### src/rtl/core/pllts_pkg.sv
`timescale 1ns / 1ps
// ----------------------------------------------------------------------------
// pllts_pkg
// Shared depths, entry types and status codes of the landing/takeoff
// scheduler.
// ----------------------------------------------------------------------------
package pllts_pkg;

  // Store depths
  localparam int unsigned LANDING_DEPTH = 16;
  localparam int unsigned TAKEOFF_DEPTH = 16;

  localparam int unsigned LCNT_W = $clog2(LANDING_DEPTH + 1);
  localparam int unsigned LIDX_W = $clog2(LANDING_DEPTH);
  localparam int unsigned TCNT_W = $clog2(TAKEOFF_DEPTH + 1);
  localparam int unsigned TIDX_W = $clog2(TAKEOFF_DEPTH);

  // Result status codes
  localparam logic [2:0] ST_LANDED  = 3'd0;
  localparam logic [2:0] ST_TOOKOFF = 3'd1;
  localparam logic [2:0] ST_NONE    = 3'd2;
  localparam logic [2:0] ST_ACCEPT  = 3'd3;
  localparam logic [2:0] ST_FULL    = 3'd4;

  // Landing entry, ordered by severity then arrival stamp
  typedef struct packed {
    logic [15:0] arrival_time;
    logic [3:0]  severity;
    logic [15:0] flight_id;
  } land_entry_t;

  // Takeoff entry
  typedef struct packed {
    logic [3:0]  severity;
    logic [15:0] flight_id;
  } tko_entry_t;

endpackage

### src/rtl/core/pllts_ram.sv
`timescale 1ns / 1ps
// ----------------------------------------------------------------------------
// pllts_ram
// Simple dual-port RAM: one write port, one read port with registered data.
// ----------------------------------------------------------------------------
module pllts_ram #(
  parameter int unsigned WIDTH = 36,
  parameter int unsigned DEPTH = 16
) (
  input  logic                     clk_i,
  input  logic                     we_i,
  input  logic [$clog2(DEPTH)-1:0] waddr_i,
  input  logic [WIDTH-1:0]         wdata_i,
  input  logic [$clog2(DEPTH)-1:0] raddr_i,
  output logic [WIDTH-1:0]         rdata_o
);

  logic [WIDTH-1:0] mem_q [DEPTH];

  // Write port
  always_ff @(posedge clk_i) begin
    if (we_i) begin
      mem_q[waddr_i] <= wdata_i;
    end
  end

  // Registered read port
  always_ff @(posedge clk_i) begin
    rdata_o <= mem_q[raddr_i];
  end

endmodule

### src/rtl/core/pllts_rank.sv
`timescale 1ns / 1ps
// ----------------------------------------------------------------------------
// pllts_rank
// Shared compare unit: tells whether entry a is served before entry b.
// ----------------------------------------------------------------------------
module pllts_rank (
  input  pllts_pkg::land_entry_t a_i,
  input  pllts_pkg::land_entry_t b_i,
  output logic                   outranks_o
);

  import pllts_pkg::*;

  // Higher severity first, earlier arrival breaks ties
  always_comb begin
    if (a_i.severity != b_i.severity) begin
      outranks_o = a_i.severity > b_i.severity;
    end else begin
      outranks_o = a_i.arrival_time < b_i.arrival_time;
    end
  end

endmodule

### src/rtl/core/priority_landing_lifo_takeoff_scheduler.sv
`timescale 1ns / 1ps
// A request passes through the dispatch state, then the insertion walk, the
// head read and shift, or the stack pop as needed, and the done state, which
// loads the output register. Only one request is in flight; the input is ready
// again once the result sits in the output register. Reset clears both counts,
// the sequencer and the output valid; RAM contents stay undefined until written.
// ----------------------------------------------------------------------------
// priority_landing_lifo_takeoff_scheduler
// Sorted landing queue and takeoff stack with strict landing priority.
// ----------------------------------------------------------------------------
module priority_landing_lifo_takeoff_scheduler (
  input  logic        clk_i,
  input  logic        rst_ni,
  input  logic        s_axis_tvalid,
  output logic        s_axis_tready,
  // [15:0] flight_id, [19:16] severity, [35:20] arrival_time, [39:36] zero
  input  logic [39:0] s_axis_tdata,
  // [0] req_type, [1] is_takeoff
  input  logic [1:0]  s_axis_tuser,
  output logic        m_axis_tvalid,
  input  logic        m_axis_tready,
  // [15:0] out_flight_id, [19:16] out_severity, [23:20] zero
  output logic [23:0] m_axis_tdata,
  // [2:0] status
  output logic [2:0]  m_axis_tuser
);

  import pllts_pkg::*;

  localparam logic [2:0] S_IDLE  = 3'd0;
  localparam logic [2:0] S_DISP  = 3'd1;
  localparam logic [2:0] S_INS   = 3'd2;
  localparam logic [2:0] S_PUT   = 3'd3;
  localparam logic [2:0] S_HEAD  = 3'd4;
  localparam logic [2:0] S_SHIFT = 3'd5;
  localparam logic [2:0] S_POP   = 3'd6;
  localparam logic [2:0] S_DONE  = 3'd7;

  logic [2:0]        state_q, state_d;
  logic [LCNT_W-1:0] lcount_q, lcount_d;
  logic [TCNT_W-1:0] tcount_q, tcount_d;
  logic [LCNT_W-1:0] pos_q, pos_d;
  land_entry_t       req_q, req_d;
  logic              req_srv_q, req_srv_d;
  logic              req_tko_q, req_tko_d;
  logic [2:0]        res_status_q, res_status_d;
  logic [15:0]       res_id_q, res_id_d;
  logic [3:0]        res_sev_q, res_sev_d;
  logic              m_valid_q, m_valid_d;
  logic [23:0]       m_data_q, m_data_d;
  logic [2:0]        m_user_q, m_user_d;

  logic              in_fire;
  logic              out_load;
  logic              outranks;
  land_entry_t       in_entry;

  logic              l_we;
  logic [LCNT_W-1:0] l_waddr_full;
  logic [LCNT_W-1:0] l_raddr_full;
  land_entry_t       l_wdata;
  land_entry_t       l_rdata;
  logic              t_we;
  logic [TCNT_W-1:0] t_raddr_full;
  tko_entry_t        t_wdata;
  tko_entry_t        t_rdata;

  assign s_axis_tready = (state_q == S_IDLE);
  assign in_fire       = s_axis_tvalid && s_axis_tready;
  assign in_entry      = land_entry_t'(s_axis_tdata[35:0]);
  assign t_wdata       = '{severity: req_q.severity, flight_id: req_q.flight_id};

  // Landing store
  pllts_ram #(
    .WIDTH ($bits(land_entry_t)),
    .DEPTH (LANDING_DEPTH)
  ) u_land_ram (
    .clk_i   (clk_i),
    .we_i    (l_we),
    .waddr_i (l_waddr_full[LIDX_W-1:0]),
    .wdata_i (l_wdata),
    .raddr_i (l_raddr_full[LIDX_W-1:0]),
    .rdata_o (l_rdata)
  );

  // Takeoff stack
  pllts_ram #(
    .WIDTH ($bits(tko_entry_t)),
    .DEPTH (TAKEOFF_DEPTH)
  ) u_tko_ram (
    .clk_i   (clk_i),
    .we_i    (t_we),
    .waddr_i (tcount_q[TIDX_W-1:0]),
    .wdata_i (t_wdata),
    .raddr_i (t_raddr_full[TIDX_W-1:0]),
    .rdata_o (t_rdata)
  );

  // Shared compare unit for the insertion walk
  pllts_rank u_rank (
    .a_i        (req_q),
    .b_i        (l_rdata),
    .outranks_o (outranks)
  );

  // Sequencer
  always_comb begin
    state_d      = state_q;
    lcount_d     = lcount_q;
    tcount_d     = tcount_q;
    pos_d        = pos_q;
    req_d        = req_q;
    req_srv_d    = req_srv_q;
    req_tko_d    = req_tko_q;
    res_status_d = res_status_q;
    res_id_d     = res_id_q;
    res_sev_d    = res_sev_q;
    l_we         = 1'b0;
    l_waddr_full = pos_q;
    l_wdata      = req_q;
    l_raddr_full = '0;
    t_we         = 1'b0;
    t_raddr_full = tcount_q - TCNT_W'(1);
    out_load     = 1'b0;

    unique case (state_q)
      S_IDLE: begin
        if (in_fire) begin
          req_d     = in_entry;
          req_srv_d = s_axis_tuser[0];
          req_tko_d = s_axis_tuser[1];
          state_d   = S_DISP;
        end
      end

      S_DISP: begin
        res_id_d  = '0;
        res_sev_d = '0;
        state_d   = S_DONE;
        if (!req_srv_q) begin
          if (req_tko_q) begin
            // Push onto the stack unless full
            if (tcount_q == TCNT_W'(TAKEOFF_DEPTH)) begin
              res_status_d = ST_FULL;
            end else begin
              t_we         = 1'b1;
              tcount_d     = tcount_q + TCNT_W'(1);
              res_status_d = ST_ACCEPT;
            end
          end else if (lcount_q == LCNT_W'(LANDING_DEPTH)) begin
            res_status_d = ST_FULL;
          end else begin
            res_status_d = ST_ACCEPT;
            lcount_d     = lcount_q + LCNT_W'(1);
            if (lcount_q == '0) begin
              l_we         = 1'b1;
              l_waddr_full = '0;
            end else begin
              // Start the walk from the tail
              l_raddr_full = lcount_q - LCNT_W'(1);
              pos_d        = lcount_q;
              state_d      = S_INS;
            end
          end
        end else if (lcount_q != '0) begin
          res_status_d = ST_LANDED;
          l_raddr_full = '0;
          state_d      = S_HEAD;
        end else if (tcount_q != '0) begin
          res_status_d = ST_TOOKOFF;
          state_d      = S_POP;
        end else begin
          res_status_d = ST_NONE;
        end
      end

      S_INS: begin
        l_we = 1'b1;
        if (outranks) begin
          // Move the stored entry up one slot and keep walking
          l_wdata = l_rdata;
          pos_d   = pos_q - LCNT_W'(1);
          if (pos_q > LCNT_W'(1)) begin
            l_raddr_full = pos_q - LCNT_W'(2);
          end else begin
            state_d = S_PUT;
          end
        end else begin
          state_d = S_DONE;
        end
      end

      S_PUT: begin
        l_we    = 1'b1;
        state_d = S_DONE;
      end

      S_HEAD: begin
        res_id_d  = l_rdata.flight_id;
        res_sev_d = l_rdata.severity;
        if (lcount_q > LCNT_W'(1)) begin
          l_raddr_full = LCNT_W'(1);
          pos_d        = '0;
          state_d      = S_SHIFT;
        end else begin
          lcount_d = lcount_q - LCNT_W'(1);
          state_d  = S_DONE;
        end
      end

      S_SHIFT: begin
        // Close the gap left by the served head
        l_we    = 1'b1;
        l_wdata = l_rdata;
        if ((pos_q + LCNT_W'(2)) < lcount_q) begin
          l_raddr_full = pos_q + LCNT_W'(2);
          pos_d        = pos_q + LCNT_W'(1);
        end else begin
          lcount_d = lcount_q - LCNT_W'(1);
          state_d  = S_DONE;
        end
      end

      S_POP: begin
        res_id_d  = t_rdata.flight_id;
        res_sev_d = t_rdata.severity;
        tcount_d  = tcount_q - TCNT_W'(1);
        state_d   = S_DONE;
      end

      S_DONE: begin
        if (!m_valid_q || m_axis_tready) begin
          out_load = 1'b1;
          state_d  = S_IDLE;
        end
      end

      default: begin
        state_d = S_IDLE;
      end
    endcase
  end

  // Output register
  always_comb begin
    m_valid_d = m_valid_q;
    m_data_d  = m_data_q;
    m_user_d  = m_user_q;
    if (out_load) begin
      m_valid_d = 1'b1;
      m_data_d  = {4'b0, res_sev_q, res_id_q};
      m_user_d  = res_status_q;
    end else if (m_axis_tready) begin
      m_valid_d = 1'b0;
    end
  end

  // Control state
  always_ff @(posedge clk_i or negedge rst_ni) begin
    if (!rst_ni) begin
      state_q   <= S_IDLE;
      lcount_q  <= '0;
      tcount_q  <= '0;
      m_valid_q <= 1'b0;
    end else begin
      state_q   <= state_d;
      lcount_q  <= lcount_d;
      tcount_q  <= tcount_d;
      m_valid_q <= m_valid_d;
    end
  end

  // Payload
  always_ff @(posedge clk_i) begin
    pos_q        <= pos_d;
    req_q        <= req_d;
    req_srv_q    <= req_srv_d;
    req_tko_q    <= req_tko_d;
    res_status_q <= res_status_d;
    res_id_q     <= res_id_d;
    res_sev_q    <= res_sev_d;
    m_data_q     <= m_data_d;
    m_user_q     <= m_user_d;
  end

  assign m_axis_tvalid = m_valid_q;
  assign m_axis_tdata  = m_data_q;
  assign m_axis_tuser  = m_user_q;

`ifndef SYNTHESIS
  // Input closes for the cycle after a transfer
  assert property (@(posedge clk_i) disable iff (!rst_ni) in_fire |=> !s_axis_tready)
    else $error("input ready right after a transfer");

  // A new result only appears from the done state
  assert property (@(posedge clk_i) disable iff (!rst_ni)
    $rose(m_axis_tvalid) |-> $past(state_q == S_DONE))
    else $error("output valid rose outside the done state");

  // Counts never exceed the store depths
  assert property (@(posedge clk_i) disable iff (!rst_ni)
    (lcount_q <= LCNT_W'(LANDING_DEPTH)) && (tcount_q <= TCNT_W'(TAKEOFF_DEPTH)))
    else $error("store count beyond depth");

  // A full drop only happens when the addressed store is full
  assert property (@(posedge clk_i) disable iff (!rst_ni)
    (state_q == S_DONE && res_status_q == ST_FULL) |->
      (req_tko_q ? (tcount_q == TCNT_W'(TAKEOFF_DEPTH))
                 : (lcount_q == LCNT_W'(LANDING_DEPTH))))
    else $error("add dropped while space was free");
`endif

endmodule

### config.mk
export PLATFORM = sky130hd
export DESIGN_NAME = priority_landing_lifo_takeoff_scheduler
export DESIGN_NICKNAME = d
export VERILOG_FILES = /design/src/rtl/core/pllts_pkg.sv /design/src/rtl/core/pllts_ram.sv /design/src/rtl/core/pllts_rank.sv /design/src/rtl/core/priority_landing_lifo_takeoff_scheduler.sv
export SDC_FILE = /design/constraint.sdc
export NUM_CORES = 1
export LEC_CHECK = 0
export BUFFER_PORTS_ARGS = -buffer_cell sky130_fd_sc_hd__buf_2
export CAP_MARGIN = 25
export CORE_MARGIN = 3
export CORE_UTILIZATION = 46
export DETAILED_ROUTE_END_ITERATION = 6
export GPL_TIMING_DRIVEN = 0
export PLACE_DENSITY = 0.59
export REMOVE_ABC_BUFFERS = 1
export SETUP_SLACK_MARGIN = 0.5
export SYNTH_ARGS = -nofsm -noshare
export SYNTH_HDL_FRONTEND = slang
export SYNTH_SLANG_ARGS = --single-unit
### constraint.sdc
create_clock -name clk_i -period 5.8 [get_ports clk_i]
set_input_delay 1.45 -clock clk_i [delete_from_list [all_inputs] [get_ports clk_i]]
set_output_delay 1.45 -clock clk_i [all_outputs]
set_load 0.1 [all_outputs]
### Yosys cells after proc, flatten, opt, wreduce, memory -nomap -nowiden

Memory sizes are Yosys's and may differ from the RTL's. A register that Yosys moved wholly into a read port is not among the register bits.
Cells that the tools add are included.

* bits in writable memories: 896
* output and inout port bits: 29
* logic and storage cells: 146
* bits in registers: 103
* memories: 2

* add/subtract/negate cells: 8
* magnitude comparators: 5
* reductions and logical operators: 19
* muxes and demuxes: 73
* equality and inequality tests: 24

Memories
* u_land_ram.mem_q: depth 16, bits a word 36, read ports 1, clocked after memory_dff 1, write ports 1, line pllts_ram.sv:18 `logic [WIDTH-1:0] mem_q [DEPTH];`
* u_tko_ram.mem_q: depth 16, bits a word 20, read ports 1, clocked after memory_dff 1, write ports 1, line pllts_ram.sv:18

Operator list (count)
* $mux W5: 15
* $pmux W36 S2: 1
* $mux W4: 12
* $pmux W16 S3: 1
* $mux W3: 13
* $mux W36: 1
* $ne A2 B2 Y1 const B: 12
* $pmux W3 S7: 1
* $pmux W5 S4: 1
* $mux W1: 19
* $lt A16 B16 Y1: 1
* $pmux W4 S4: 1
* $add A5 B1 Y5 const B: 3
* $pmux W5 S3: 1
* $sub A5 B1 Y5 const B: 3
* $eq A3 B3 Y1 const B: 4
* $pmux W4 S3: 1
* $eq A5 B5 Y1 const B: 2
* $gt A5 B1 Y1 const B: 2
* $pmux W5 S2: 1
* $reduce_bool A5 Y1: 2
* $mux W2: 4
* $reduce_and A4 Y1: 2
* $reduce_and A8 Y1: 1
* other kinds (22): 25

### Depth between registers and ports, before layout

Gate-level depths: netlist of the first run.

* depth in word-level cells: 8
* mapped depth: 15

### Cells and area by module

From an unflattened synthesis of the first run, not the netlist that was laid out.

* cell total of the unflattened synthesis: 1933
* area total of the unflattened synthesis: 40463.8 um2

By module, submodules not included
* pllts_ram at u_land_ram: times used 1, cells each 938, sequential area each 18017.3 um2, area each 22320.2 um2
* pllts_ram at u_tko_ram: times used 1, cells each 533, sequential area each 10009.6 um2, area each 12530.8 um2
* priority_landing_lifo_takeoff_scheduler: times used 1, cells each 395, sequential area each 3022.9 um2, area each 5128.7 um2
* pllts_rank: times used 1, cells each 67, sequential area each 0.0 um2, area each 484.2 um2

### Least setup slack after synthesis of the first run

OpenSTA, ideal clock, no wires.

* kind: reg-to-reg
* from: reg state_q[1]
* to: mem u_land_ram.mem_q[0][0], enable pin
* arrival time: 3.942 ns
* data required time: 5.316 ns
* path slack: 1.374 ns
* setup time: 0.484 ns
* period minus slack after synthesis: 4.426 ns
* cell stages (with the launch flop): 6
* path through: dfrtp_1 nor2_1 nand2_1 o21ai_0 nand3_1 o31ai_1

* word-level cells in the longest chain between the ends: 5
* elaborated cells between the ends (all ways): 9
* those cells by class: eq/ne (4); mux (4); reduce/logical (1)

Ends and longest elaborated chain
* start: declaration: line priority_landing_lifo_takeoff_scheduler.sv:39 `logic [2:0] state_q, state_d;`
* start signal: assignment: line priority_landing_lifo_takeoff_scheduler.sv:266 `state_q <= state_d;`
* $eq A3 B3 Y1 / $eq A3 B2 Y1 (equally long branches): line priority_landing_lifo_takeoff_scheduler.sv:126 `unique case (state_q)`
* $reduce_or A3 Y1 (no source line)
* $pmux W1 S2: line priority_landing_lifo_takeoff_scheduler.sv:126
* $mux W1: line pllts_ram.sv:22 `if (we_i) begin`
* $mux W1 (not written as such): line pllts_ram.sv:23 `mem_q[waddr_i] <= wdata_i;`
* end: declaration: line pllts_ram.sv:18

Parallel ways exist; a longest one is shown, timed or not.

### Worst setup path in the final report of the first run

* from: reg pos_q[1]
* to: reg u_land_ram.rdata_o[15], read port of u_land_ram.mem_q

* word-level cells in the longest chain between the ends: 4
* elaborated cells between the ends (all ways): 8
* those cells by class: add/sub (2); order compare (2); mux (4)

Ends and longest elaborated chain
* start: declaration: line priority_landing_lifo_takeoff_scheduler.sv:42 `logic [LCNT_W-1:0] pos_q, pos_d;`
* start signal: assignment: line priority_landing_lifo_takeoff_scheduler.sv:275 `pos_q <= pos_d;`
* $add A5 B2 Y5 (tied with other cells): line priority_landing_lifo_takeoff_scheduler.sv:216 `l_raddr_full = pos_q + LCNT_W'(2);`
* $lt A5 B5 Y1 / $mux W4 (equally long branches): line priority_landing_lifo_takeoff_scheduler.sv:215, priority_landing_lifo_takeoff_scheduler.sv:183
* $mux W4, on equally long branches: line priority_landing_lifo_takeoff_scheduler.sv:215, priority_landing_lifo_takeoff_scheduler.sv:179
* $pmux W4 S4 *: line priority_landing_lifo_takeoff_scheduler.sv:126
* end: declaration: line pllts_ram.sv:15 `output logic [WIDTH-1:0] rdata_o`

Mark *: on every way between the ends. The rest lies on a longest branch, timed or not.
A chain may end at the register's enable or synchronous reset.

==> summary.txt, run 1 <==
Power
  • Sequential share of power: 41.1%
  • Switching Fraction: 31.7%
  • Worst VDD drop: 0.331 mV
  • Switching pwr: 7.98 mW
  • Cell Int Power: 17.2 mW
  • Logic pwr share: 31.8%
  • Clock power frac: 27.1%
  • Total power draw: 25.2 mW
  • Pwr per Cell Area: 534 nW/um^2
  • Pleak: 15.2 nW

Synthesis
  • Register area share after synthesis: 76.4%
  • Mean Syn Cell Area: 19.2 sq um
  • Post-synth EDFFs: 985
  • Cells after Synth: 2116
  • Warnings from Yosys: 0
  • Main flop type after synthesis: edfxtp_1
  • Yosys reg bits: 1055
  • Synth cell types: 68
  • Post-synth ARST share: 1.33%
  • Post-Syn Area: 40700 sq um

Clocking
  • Max clock buf depth: 3
  • TritonCTS Buffers: 106
  • CTS tree: yes
  • Hold buffer count at CTS: 0
  • Number of H-tree levels: 3
  • Clk sinks: 1055
  • CTS Root Buffer Type: clkbuf_16
  • CTS clk-pin slew, worst paths: 0.06 ns
  • Worst-skew pair later-pin latency: 0.67 ns

Detailed routing
  • DRC Markers: 0
  • Per-cell routed wire length: 27.1 um
  • Routed vias: 20300
  • Post-DRT Antenna Nets: 0
  • Vias/cell: 5.78
  • Drt first-iter violations: 1880
  • Final wirelength: 95200 um
  • DR pass1 iterations: 5

Cells and area
  • Area growth syn-to-layout: 15.9%
  • Finished Core Util: 54.1%
  • N_diodes: 0
  • Fillers: 6747
  • Ratio of cells with drive above 1 in the final layout: 21.3%
  • Nets: 2351

STA
  • Worst slew margin: 31.7%
  • Final setup viols: 0
  • Fmax: 198 MHz
  • Endpoints failing hold: 0
  • RSZ-0062 raised after global routing: false
  • Final slew viol count: 0
  • Worst-Margin Slew: 1.02 ns
  • Final min period: 5.04 ns
  • Hold_ws: 0.410 ns
  • Clock Skews: 0.0217 ns
  • Final Cycle Share: 86.9%

Die
  • Chip width: 303 um
  • Rows: 108
  • Die area: 92000 sq um
  • Initial core utilization: 46.6%
  • Core area: 87200 sq um
  • Ports: 75
  • Die height: 303 um

Global routing
  • Remaining Overflow, GRT: 0
  • Largest net degree at the start of global routing: 54
  • First-pass GRT wire length: 138000 um
  • Vias in the first global route: 20400
  • Initial antenna violation count: 0
  • Gr usage total: 20.8%

Worst setup path
  • CP endpoint kind: register
  • Setup CP Type: reg2reg
  • CP startpoint: pos_q[1]
  • CP Launch Type: register
  • R2R Path Start: pos_q[1]
  • Worst path required time: 6.31 ns
  • Worst Path Max Fanout: 52
  • Worst EP arrival: 5.55 ns

Status
  • Outcome: finished, final reports clean

Placed design
  • DP HPWL: 56800 um
  • PortBufs: 66
  • Gpl congestion: 0.815

Hold path
  • Hold_sp: res_id_q[14]
  • Worst hold-check path type: reg2reg

Run
  • Max-Cap Viols: 0
## logic make-up (layout without fill, tap and decap cells)
family                   Yosys count  in the layout  share of synthesized area [%]
adder cells (fa/ha/maj)           37             37                           1.14
flip-flops                      1055           1055                           76.4
XOR/XNOR                          22             22                          0.474
AO/OA/AOI/OAI                    248            250                           4.17
other                              1              4                        0.00923
buffers and inverters            139            378                           1.70
AND/OR/NAND/NOR                  190            190                           2.50
multiplexers                     424            424                           13.6
## synth_stat cells (4+ instances only)
| library cell | count | area [sq um] |
|---|---|---|
| o21a_1 | 4 | 30.0 |
| buf_6 | 11 | 124 |
| o22ai_1 | 149 | 932 |
| nor3_1 | 13 | 65.1 |
| mux2_2 | 36 | 405 |
| nand2_1 | 35 | 131 |
| edfxtp_1 | 985 | 29600 |
| and3_1 | 8 | 50.1 |
| a22o_1 | 21 | 184 |
| clkbuf_1 | 38 | 143 |
| nand3_1 | 12 | 60.1 |
| buf_4 | 11 | 82.6 |
| mux2i_1 | 288 | 2880 |
| nand4_1 | 5 | 31.3 |
| xnor2_1 | 17 | 149 |
| dfrtp_1 | 14 | 350 |
| dfxtp_1 | 56 | 1120 |
| o21ai_0 | 17 | 85.1 |
| a21oi_1 | 19 | 95.1 |
| or4_1 | 36 | 270 |
| mux4_2 | 100 | 2250 |
| buf_1 | 11 | 41.3 |
| nand2b_1 | 6 | 37.5 |
| and2_1 | 8 | 50.1 |
| xor2_1 | 5 | 43.8 |
| buf_2 | 35 | 175 |
| nand2_2 | 4 | 25.0 |
| nor2_1 | 45 | 169 |
| ha_1 | 37 | 463 |
| inv_1 | 31 | 116 |
## area by class of cell
cell class / count / area [sq um] / share of cell area, %
Clock buffer: 148 / 3030 / 6.42
Clock inverter: 52 / 500 / 1.06
Inverter: 33 / 128 / 0.271
Multi-Input combinational cell: 927 / 9160 / 19.4
Sequential cell: 1055 / 31100 / 65.9
Tap cell: 1155 / 1450 / 3.07
Timing Repair Buffer: 145 / 1800 / 3.82
## per-stage QoR
step | instance area [sq um] | cells | setup slack [ns] | TNS, ns
after global routing | 47100 | 3515 | 0.552 | 0
after detailed placement | 43500 | 3301 | 0.422 | 0
after floorplan | 40100 | 2013 | -6.22 | -251.69
after global placement | 41900 | 3234 | -9.55 | -1805.15
final | 47100 | 3515 | 0.760 | 0
after CTS | 47000 | 3503 | 0.588 | 0
## cell usage in the layout, fill, tap and decap left out, drive strengths merged, types with 9 or more instances in the layout
cell,count
xnor2,17
mux2,36
nor2,45
mux2i,288
buf,145
ha,37
mux4,100
and2,9
nand3,12
bufinv,9
inv,33
nand2,39
o21ai,17
dfrtp,14
clkbuf,148
dfxtp,56
nor3,13
o22ai,149
clkinv,35
a22o,21
or4,36
a21oi,21
edfxtp,985
## what timing repair did
action	4_1_cts	5_1_grt
setup endpoints to repair	17	21
endpoints found under the hold margin	0	0
buffers inserted	0	12
gates cloned	2	0
pin swaps	1	0
gates resized for setup	0	1
## layer usage
metal,global-route usage [%],vias to the layer above,routed length [um]
met3,2.81,144,4640
li1,-,8924,-
met5,0,-,0
met4,5.65,0,2170
met1,27.4,10600,38800
met2,36.5,611,49600
## state kept, by name, indices dropped and copies added (netlist names), 16 cells and up
signal              cells
m_axis_tdata           20
req_q                  36
res_id_q               16
u_land_ram.mem_q      576
u_land_ram.rdata_o     36
u_tko_ram.mem_q       320
u_tko_ram.rdata_o      20
## power groups by stage
stage | Clock, mW | Sequential [mW] | Combinational (mW)
final | 6.82 | 10.3 | 7.99
after floorplan | 0 | 10.9 | 5.04
after global routing | 7.25 | 10.4 | 8.53
after detailed placement | 0 | 10.5 | 7.95
after global placement | 0 | 10.7 | 7.08
after CTS | 6.94 | 10.3 | 8.03
## critical path, stage by stage, from the launching register on
cell and delay, ns:
edfxtp_1 0.58, clkinvlp_4 0.23, ha_1 0.40, ha_1 0.29, or2_2 0.29, a31o_1 0.28, a211oi_4 0.47, o21bai_1 0.35
a21o_4 0.31, buf_16 0.30, buf_16 0.34, mux2i_1 0.23, o22ai_1 0.11, or4_1 0.62
## final timing paths
path | endpoint | cells after the start | slack, ns
hold reg to reg | m_axis_tdata[14] | 0 | 0.41
hold / removal | m_axis_tdata[14] | 0 | 0.41
max in group asynchronous | tcount_q[0] | 1 | 4.80
setup / recovery | u_land_ram.rdata_o[15] | 13 | 0.76
setup reg to reg | u_land_ram.rdata_o[15] | 13 | 0.76
min in group asynchronous | state_q[1] | 1 | 0.70
Power figures use the tool's default switching activity.
==> run 2, diff against run 1 <==
--- a/config.mk
+++ b/config.mk
@@ -11,9 +11,9 @@
 export CORE_UTILIZATION = 46
 export DETAILED_ROUTE_END_ITERATION = 6
 export GPL_TIMING_DRIVEN = 0
+export MAX_ROUTING_LAYER = met4
 export PLACE_DENSITY = 0.59
 export REMOVE_ABC_BUFFERS = 1
-export SETUP_SLACK_MARGIN = 0.5
 export SYNTH_ARGS = -nofsm -noshare
 export SYNTH_HDL_FRONTEND = slang
 export SYNTH_SLANG_ARGS = --single-unit
==> summary.txt, run 2 (synthesis gave the netlist of run 1 again) <==
Status
  • Outcome: finished, final reports clean (unchanged)

STA
  • Worst slew margin: 37.9% (was 31.7%)
  • Fmax: 183 MHz (was 198 MHz)
  • Endpoints failing hold: 0 (unchanged)
  • Worst-Margin Slew: 0.930 ns (was 1.02 ns)
  • Final slew viol count: 0 (unchanged)
  • RSZ-0062 raised after global routing: false (unchanged)
  • Final Cycle Share: 94.4% (was 86.9%)
  • Final setup viols: 0 (unchanged)
  • Clock Skews: 0.0194 ns (was 0.0217 ns)
  • Final min period: 5.47 ns (was 5.04 ns)

Die
  • Ports: 75 (unchanged)
  • Chip width: 303 um (unchanged)
  • Initial core utilization: 46.6% (unchanged)
  • Die height: 303 um (unchanged)
  • Die area: 92000 sq um (unchanged)
  • Core area: 87200 sq um (unchanged)
  • Rows: 108 (unchanged)

Worst setup path
  • CP endpoint kind: register (unchanged)
  • Slowest-stage cell, CP: a21o_4 (was or4_1)
  • CP max stage delay: 0.71 ns (was 0.62 ns)
  • Worst Path Max Fanout: 52 (unchanged)
  • Worst-path cell chain: inv_1 > ha_1 > ha_1 > or2_2 > a31o_1 > a211oi_4 > o21bai_1 > a21o_4 > buf_16 > buf_16 > mux2i_1 > o22ai_1 > or4_1 (was clkinvlp_4 > ha_1 > ha_1 > or2_2 > a31o_1 > a211oi_4 > o21bai_1 > a21o_4 > buf_16 > buf_16 > mux2i_1 > o22ai_1 > or4_1)
  • Setup CP Type: reg2reg (unchanged)
  • Worst path required time: 6.31 ns (about the same)
  • Worst EP arrival: 5.99 ns (was 5.55 ns)
  • CP Launch Type: register (unchanged)

Clocking
  • Clk sinks: 1055 (unchanged)
  • Post-CTS resize count: 0 (unchanged)
  • CTS clk-pin slew, worst paths: 0.06 ns (about the same)
  • CTS tree: yes (unchanged)
  • Max clock buf depth: 3 (unchanged)
  • Hold buffer count at CTS: 0 (unchanged)
  • Worst-skew pair later-pin latency: 0.67 ns (about the same)
  • Number of H-tree levels: 3 (unchanged)
  • Setup Buffers After CTS: 0 (unchanged)
  • TritonCTS Buffers: 106 (unchanged)
  • CTS Root Buffer Type: clkbuf_16 (unchanged)

Power
  • Switching Fraction: 31.6% (was 31.7%)
  • Clock power frac: 27.2% (was 27.1%)
  • Pwr per Cell Area: 533 nW/um^2 (was 534 nW/um^2)
  • Cell Int Power: 17.1 mW (was 17.2 mW)
  • Logic pwr share: 31.5% (was 31.8%)
  • Switching pwr: 7.92 mW (was 7.98 mW)
  • Worst VDD drop: 0.331 mV (about the same)
  • Sequential share of power: 41.2% (was 41.1%)
  • Pleak: 15.1 nW (was 15.2 nW)

Detailed routing
  • DR pass1 iterations: 5 (unchanged)
  • Vias/cell: 5.76 (was 5.78)
  • Final wirelength: 94400 um (was 95200 um)
  • DRC Markers: 0 (unchanged)
  • Post-DRT Antenna Nets: 0 (unchanged)
  • Drt first-iter violations: 1893 (was 1880)
  • Per-cell routed wire length: 27.0 um (was 27.1 um)
  • Routed vias: 20200 (was 20300)

Placed design
  • DP HPWL: 56800 um (unchanged)
  • Gpl congestion: 0.827 (was 0.815)
  • PortBufs: 66 (unchanged)
  • Area after DPL: 43500 sq um (unchanged)

Cells and area
  • Ratio of cells with drive above 1 in the final layout: 20.8% (was 21.3%)
  • Largest regs: u_land_ram.mem_q: 576 flops, u_tko_ram.mem_q: 320 flops (unchanged)
  • Nets: 2337 (was 2351)
  • Largest Register: u_land_ram.mem_q (unchanged)
  • Fin area: 47000 sq um (was 47100 sq um)
  • Commonest cells after routing, fill and taps aside: edfxtp_1, mux2i_1, o22ai_1 (unchanged)
  • Max FFs per register: 576 (unchanged)
  • Finished Core Util: 53.9% (was 54.1%)
  • Fillers: 6762 (was 6747)
  • N_diodes: 0 (unchanged)
  • Area growth syn-to-layout: 15.6% (was 15.9%)
  • Multi-input combinational cell area: 9140 sq um (was 9160 sq um)
  • Most common cell after layout, fill and taps aside: edfxtp_1 (unchanged)
  • Reg area: 31100 sq um (unchanged)

Run
  • Max-Cap Viols: 0 (unchanged)

Hold path
  • Worst hold-check path type: reg2reg (unchanged)

Global routing
  • Largest net degree at the start of global routing: 54 (unchanged)
  • Gr usage total: 21.3% (was 20.8%)
  • Remaining Overflow, GRT: 0 (unchanged)
  • Initial antenna violation count: 0 (unchanged)
  • Vias in the first global route: 20300 (was 20400)
  • First-pass GRT wire length: 137000 um (was 138000 um)
run 2: cell types whose count changed in the layout (fill, tap and decap cells not counted):
cell	previous run	this run
clkinvlp_4	8	7
buf_12	22	21
a21o_2	2	0
inv_1	30	31
buf_4	12	1
run 2: power by group through the flow:
stage               Sequential (mW)  Combinational (mW)  Clock (mW)
floorplan                      10.9                5.04           0
global placement               10.7                7.08           0
detailed placement             10.5                7.95           0
CTS                            10.3                7.99        6.94
global route                   10.4                8.45        7.25
finish                         10.3                7.90        6.82
run 2: metrics by stage:
| step | std cells | setup TNS [ns] | hold slack (ns) | worst slack [ns] | power (mW) |
|---|---|---|---|---|---|
| global placement | 3234 | -1805.15 | 0.407 | -9.55 | 17.8 |
| global route | 3501 | 0 | 0.417 | 0.110 | 26.1 |
| floorplan | 2013 | -251.69 | 0.400 | -6.22 | 15.9 |
| detailed placement | 3301 | 0 | 0.405 | 0.422 | 18.4 |
| CTS | 3501 | 0 | 0.412 | 0.381 | 25.3 |
| finish | 3501 | 0 | 0.412 | 0.327 | 25.1 |
run 2: final cells by class:
type / count / share of cell area (%)
clock buffers: 148 / 6.44
clock inverters: 52 / 1.07
inverters: 33 / 0.264
multi-input cells: 925 / 19.5
flip-flops and latches: 1055 / 66.1
well taps: 1155 / 3.08
repair buffers: 133 / 3.61
run 2: critical path: cells and delay by family (launching register included):
| family | cells | cell delay (ns) |
|---|---|---|
| AO/OA/AOI/OAI | 5 | 1.78 |
| buffers and inverters | 3 | 1.08 |
| AND/OR/NAND/NOR | 2 | 0.91 |
| adder cells (fa/ha/maj) | 2 | 0.66 |
| flip-flops | 1 | 0.53 |
| multiplexers | 1 | 0.23 |
run 2: final timing paths:
check | start | depth (start not counted) | slack [ns] | to
max | pos_q[1] | 13 | 0.33 | u_land_ram.rdata_o[15]
min | res_id_q[14] | 0 | 0.41 | m_axis_tdata[14]
max reg2reg | pos_q[1] | 13 | 0.33 | u_land_ram.rdata_o[15]
min reg2reg | res_id_q[14] | 0 | 0.41 | m_axis_tdata[14]
max in group asynchronous | rst_ni | 1 | 4.80 | tcount_q[0]
min in group asynchronous | rst_ni | 1 | 0.69 | m_axis_tvalid
run 2: layer usage:
layer | up-vias | global-route usage (%) | share of wire, %
li1 | 8884 | - | -
met3 | 129 | 2.73 | 4.9
met5 | - | - | 0
met4 | 0 | 5.25 | 2.0
met1 | 10600 | 27.4 | 41
met2 | 581 | 36.3 | 52
==> run 3, diff against run 2 <==
--- a/config.mk
+++ b/config.mk
@@ -5,14 +5,17 @@
 export SDC_FILE = /design/constraint.sdc
 export NUM_CORES = 1
 export LEC_CHECK = 0
+export ABC_AREA = 0
 export BUFFER_PORTS_ARGS = -buffer_cell sky130_fd_sc_hd__buf_2
 export CAP_MARGIN = 25
+export CELL_PAD_IN_SITES_DETAIL_PLACEMENT = 1
+export CELL_PAD_IN_SITES_GLOBAL_PLACEMENT = 2
 export CORE_MARGIN = 3
 export CORE_UTILIZATION = 46
 export DETAILED_ROUTE_END_ITERATION = 6
 export GPL_TIMING_DRIVEN = 0
 export MAX_ROUTING_LAYER = met4
-export PLACE_DENSITY = 0.59
+export PLACE_DENSITY = 0.73
 export REMOVE_ABC_BUFFERS = 1
 export SYNTH_ARGS = -nofsm -noshare
 export SYNTH_HDL_FRONTEND = slang
==> summary.txt, run 3 (synthesis gave the netlist of run 1 again) <==
Die
  • Initial core utilization: 46.6% (unchanged)
  • Ports: 75 (unchanged)
  • Rows: 108 (unchanged)
  • Chip width: 303 um (unchanged)
  • Die height: 303 um (unchanged)
  • Core area: 87200 sq um (unchanged)
  • Die area: 92000 sq um (unchanged)

Run
  • Max-Cap Viols: 0 (unchanged)

Global routing
  • Remaining Overflow, GRT: 0 (unchanged)
  • Initial antenna violation count: 2 (was 0)
  • Gr usage total: 22.7% (was 21.3%)
  • Vias in the first global route: 22100 (was 20300)
  • First-pass GRT wire length: 147000 um (was 137000 um)
  • Largest net degree at the start of global routing: 46 (was 54)

Worst setup path
  • Setup CP Type: reg2reg (unchanged)
  • CP max stage delay: 0.62 ns (was 0.71 ns)
  • Worst Path Max Fanout: 41 (was 52)
  • Worst EP arrival: 6.15 ns (was 5.99 ns)
  • Worst path required time: 6.30 ns (was 6.31 ns)
  • Worst-path cell chain: clkinvlp_4 > ha_1 > ha_1 > or2_2 > a31o_1 > a211oi_4 > o21bai_1 > a21o_4 > buf_12 > buf_16 > buf_16 > buf_12 > mux2i_1 > o22ai_1 > or4_1 (was inv_1 > ha_1 > ha_1 > or2_2 > a31o_1 > a211oi_4 > o21bai_1 > a21o_4 > buf_16 > buf_16 > mux2i_1 > o22ai_1 > or4_1)
  • Slowest-stage cell, CP: or4_1 (was a21o_4)
  • CP Launch Type: register (unchanged)
  • CP endpoint kind: register (unchanged)

Detailed routing
  • Vias/cell: 5.82 (was 5.76)
  • Routed vias: 20500 (was 20200)
  • Post-DRT Antenna Nets: 0 (unchanged)
  • DRC Markers: 0 (unchanged)
  • Final wirelength: 99500 um (was 94400 um)
  • Per-cell routed wire length: 28.3 um (was 27.0 um)
  • DR pass1 iterations: 7 (was 5)
  • Drt first-iter violations: 1554 (was 1893)

STA
  • Final setup viols: 0 (unchanged)
  • Setup ws final: 0.147 ns (was 0.327 ns)
  • Endpoints failing hold: 0 (unchanged)
  • Final min period: 5.65 ns (was 5.47 ns)
  • Clock Skews: 0.0273 ns (was 0.0194 ns)
  • Fmax: 177 MHz (was 183 MHz)
  • Final Cycle Share: 97.5% (was 94.4%)
  • Worst slew margin: 33.3% (was 37.9%)
  • Final slew viol count: 0 (unchanged)
  • Worst-Margin Slew: 0.997 ns (was 0.930 ns)

Clocking
  • Worst-skew pair later-pin latency: 0.68 ns (was 0.67 ns)
  • Clk sinks: 1055 (unchanged)
  • Hold buffer count at CTS: 0 (unchanged)
  • CTS Root Buffer Type: clkbuf_16 (unchanged)
  • TritonCTS Buffers: 109 (was 106)
  • CTS clk-pin slew, worst paths: 0.06 ns (about the same)
  • CTS tree: yes (unchanged)
  • Number of H-tree levels: 3 (unchanged)
  • Max clock buf depth: 3 (unchanged)

Placed design
  • Gpl congestion: 0.754 (was 0.827)
  • DP HPWL: 61200 um (was 56800 um)
  • PortBufs: 66 (unchanged)
  • Place WS: -0.108 ns (was 0.422 ns)

Power
  • Pwr per Cell Area: 539 nW/um^2 (was 533 nW/um^2)
  • Total power draw: 25.4 mW (was 25.1 mW)
  • Pleak: 15.2 nW (was 15.1 nW)
  • Worst VDD drop: 0.347 mV (was 0.331 mV)

Cells and area
  • Largest Register: u_land_ram.mem_q (unchanged)
  • Nets: 2354 (was 2337)
  • Area growth syn-to-layout: 16.0% (was 15.6%)
  • Most common cell after layout, fill and taps aside: edfxtp_1 (unchanged)
  • Finished Core Util: 54.1% (was 53.9%)
  • Max FFs per register: 576 (unchanged)
  • Commonest cells after routing, fill and taps aside: edfxtp_1, mux2i_1, o22ai_1 (unchanged)
  • Largest regs: u_land_ram.mem_q: 576 flops, u_tko_ram.mem_q: 320 flops (unchanged)
  • Ratio of cells with drive above 1 in the final layout: 21.7% (was 20.8%)

Hold path
  • Worst hold-check path type: reg2reg (unchanged)

Status
  • Outcome: finished, final reports clean (unchanged)
run 3: cell count changes in the layout (fill, tap and decap cells not counted), moves of 2 or more:
cell / previous run / this run
a21o_2: 0 / 2
buf_4: 1 / 14
bufinv_16: 9 / 6
clkbuf_16: 111 / 113
clkbuf_8: 11 / 16
clkinv_1: 14 / 9
clkinv_2: 18 / 22
clkinv_4: 3 / 5
clkinvlp_4: 7 / 4
inv_6: 1 / 4
run 3: timing repair:
| action | CTS | global route |
|---|---|---|
| setup buffers | 0 | 10 |
| pin swaps | 1 | 1 |
| cloned | 2 | 0 |
| endpoints found under the setup margin | 11 | 12 |
| gates resized for setup | 0 | 1 |
run 3: cell type report:
class	count	area [sq um]
clock buffer	155	3150
fill	7673	40000
tap	1155	1450
clock inverter	50	445
inverter	33	128
timing repair buffer	145	1760
multi-input combinational	927	9160
antenna	1	2.50
sequential	1055	31100
run 3: final timing paths:
check / from / endpoint / slack [ns] / cells past startpoint
worst max-delay path: pos_q[1] / u_land_ram.rdata_o[7] / 0.15 / 15
worst max register to register: pos_q[1] / u_land_ram.rdata_o[7] / 0.15 / 15
max in group asynchronous: rst_ni / tcount_q[0] / 4.78 / 1
min in group asynchronous: rst_ni / tcount_q[4] / 0.70 / 1
worst min register to register: res_status_q[1] / m_axis_tuser[1] / 0.42 / 0
worst min-delay path: res_status_q[1] / m_axis_tuser[1] / 0.42 / 0
run 3: power breakdown:
| part | total [mW] | switching (mW) | internal, mW |
|---|---|---|---|
| Sequential | 10.4 | 0.578 | 9.81 |
| Clock | 6.91 | 2.86 | 4.05 |
| Combinational | 8.11 | 4.75 | 3.36 |
run 3: per-layer routing:
metal / vias to the layer above / share of wire, % / GRT usage (%) / routed length, um
li1: 8925 / - / - / -
met1: 10900 / 41 / 28.4 / 41200
met2: 497 / 52 / 38.7 / 51500
met3: 184 / 3.9 / 2.98 / 3850
met4: 0 / 2.9 / 7.05 / 2890
met5: - / 0 / - / 0
run 3: worst max-delay path: cells and delay by family (launching register included):
| family | cells | cell delay, ns |
|---|---|---|
| buffers and inverters | 5 | 1.41 |
| muxes | 1 | 0.25 |
| DFF | 1 | 0.57 |
| AOI/OAI and AO/OA | 5 | 1.49 |
| and+or+nand+nor | 2 | 0.93 |
| adders and majority gates | 2 | 0.74 |
run 3: metrics by stage:
step | instances | TNS [ns] | hold slack (ns) | area [sq um]
6_report | 3521 | 0 | 0.421 | 47100
5_1_grt | 3521 | -0.0218 | 0.437 | 47100
4_1_cts | 3510 | 0 | 0.422 | 47100
3_5_place_dp | 3303 | -0.176 | 0.407 | 43500
3_3_place_gp | 3234 | -1772.85 | 0.407 | 41900
2_1_floorplan | 2013 | -251.69 | 0.400 | 40100
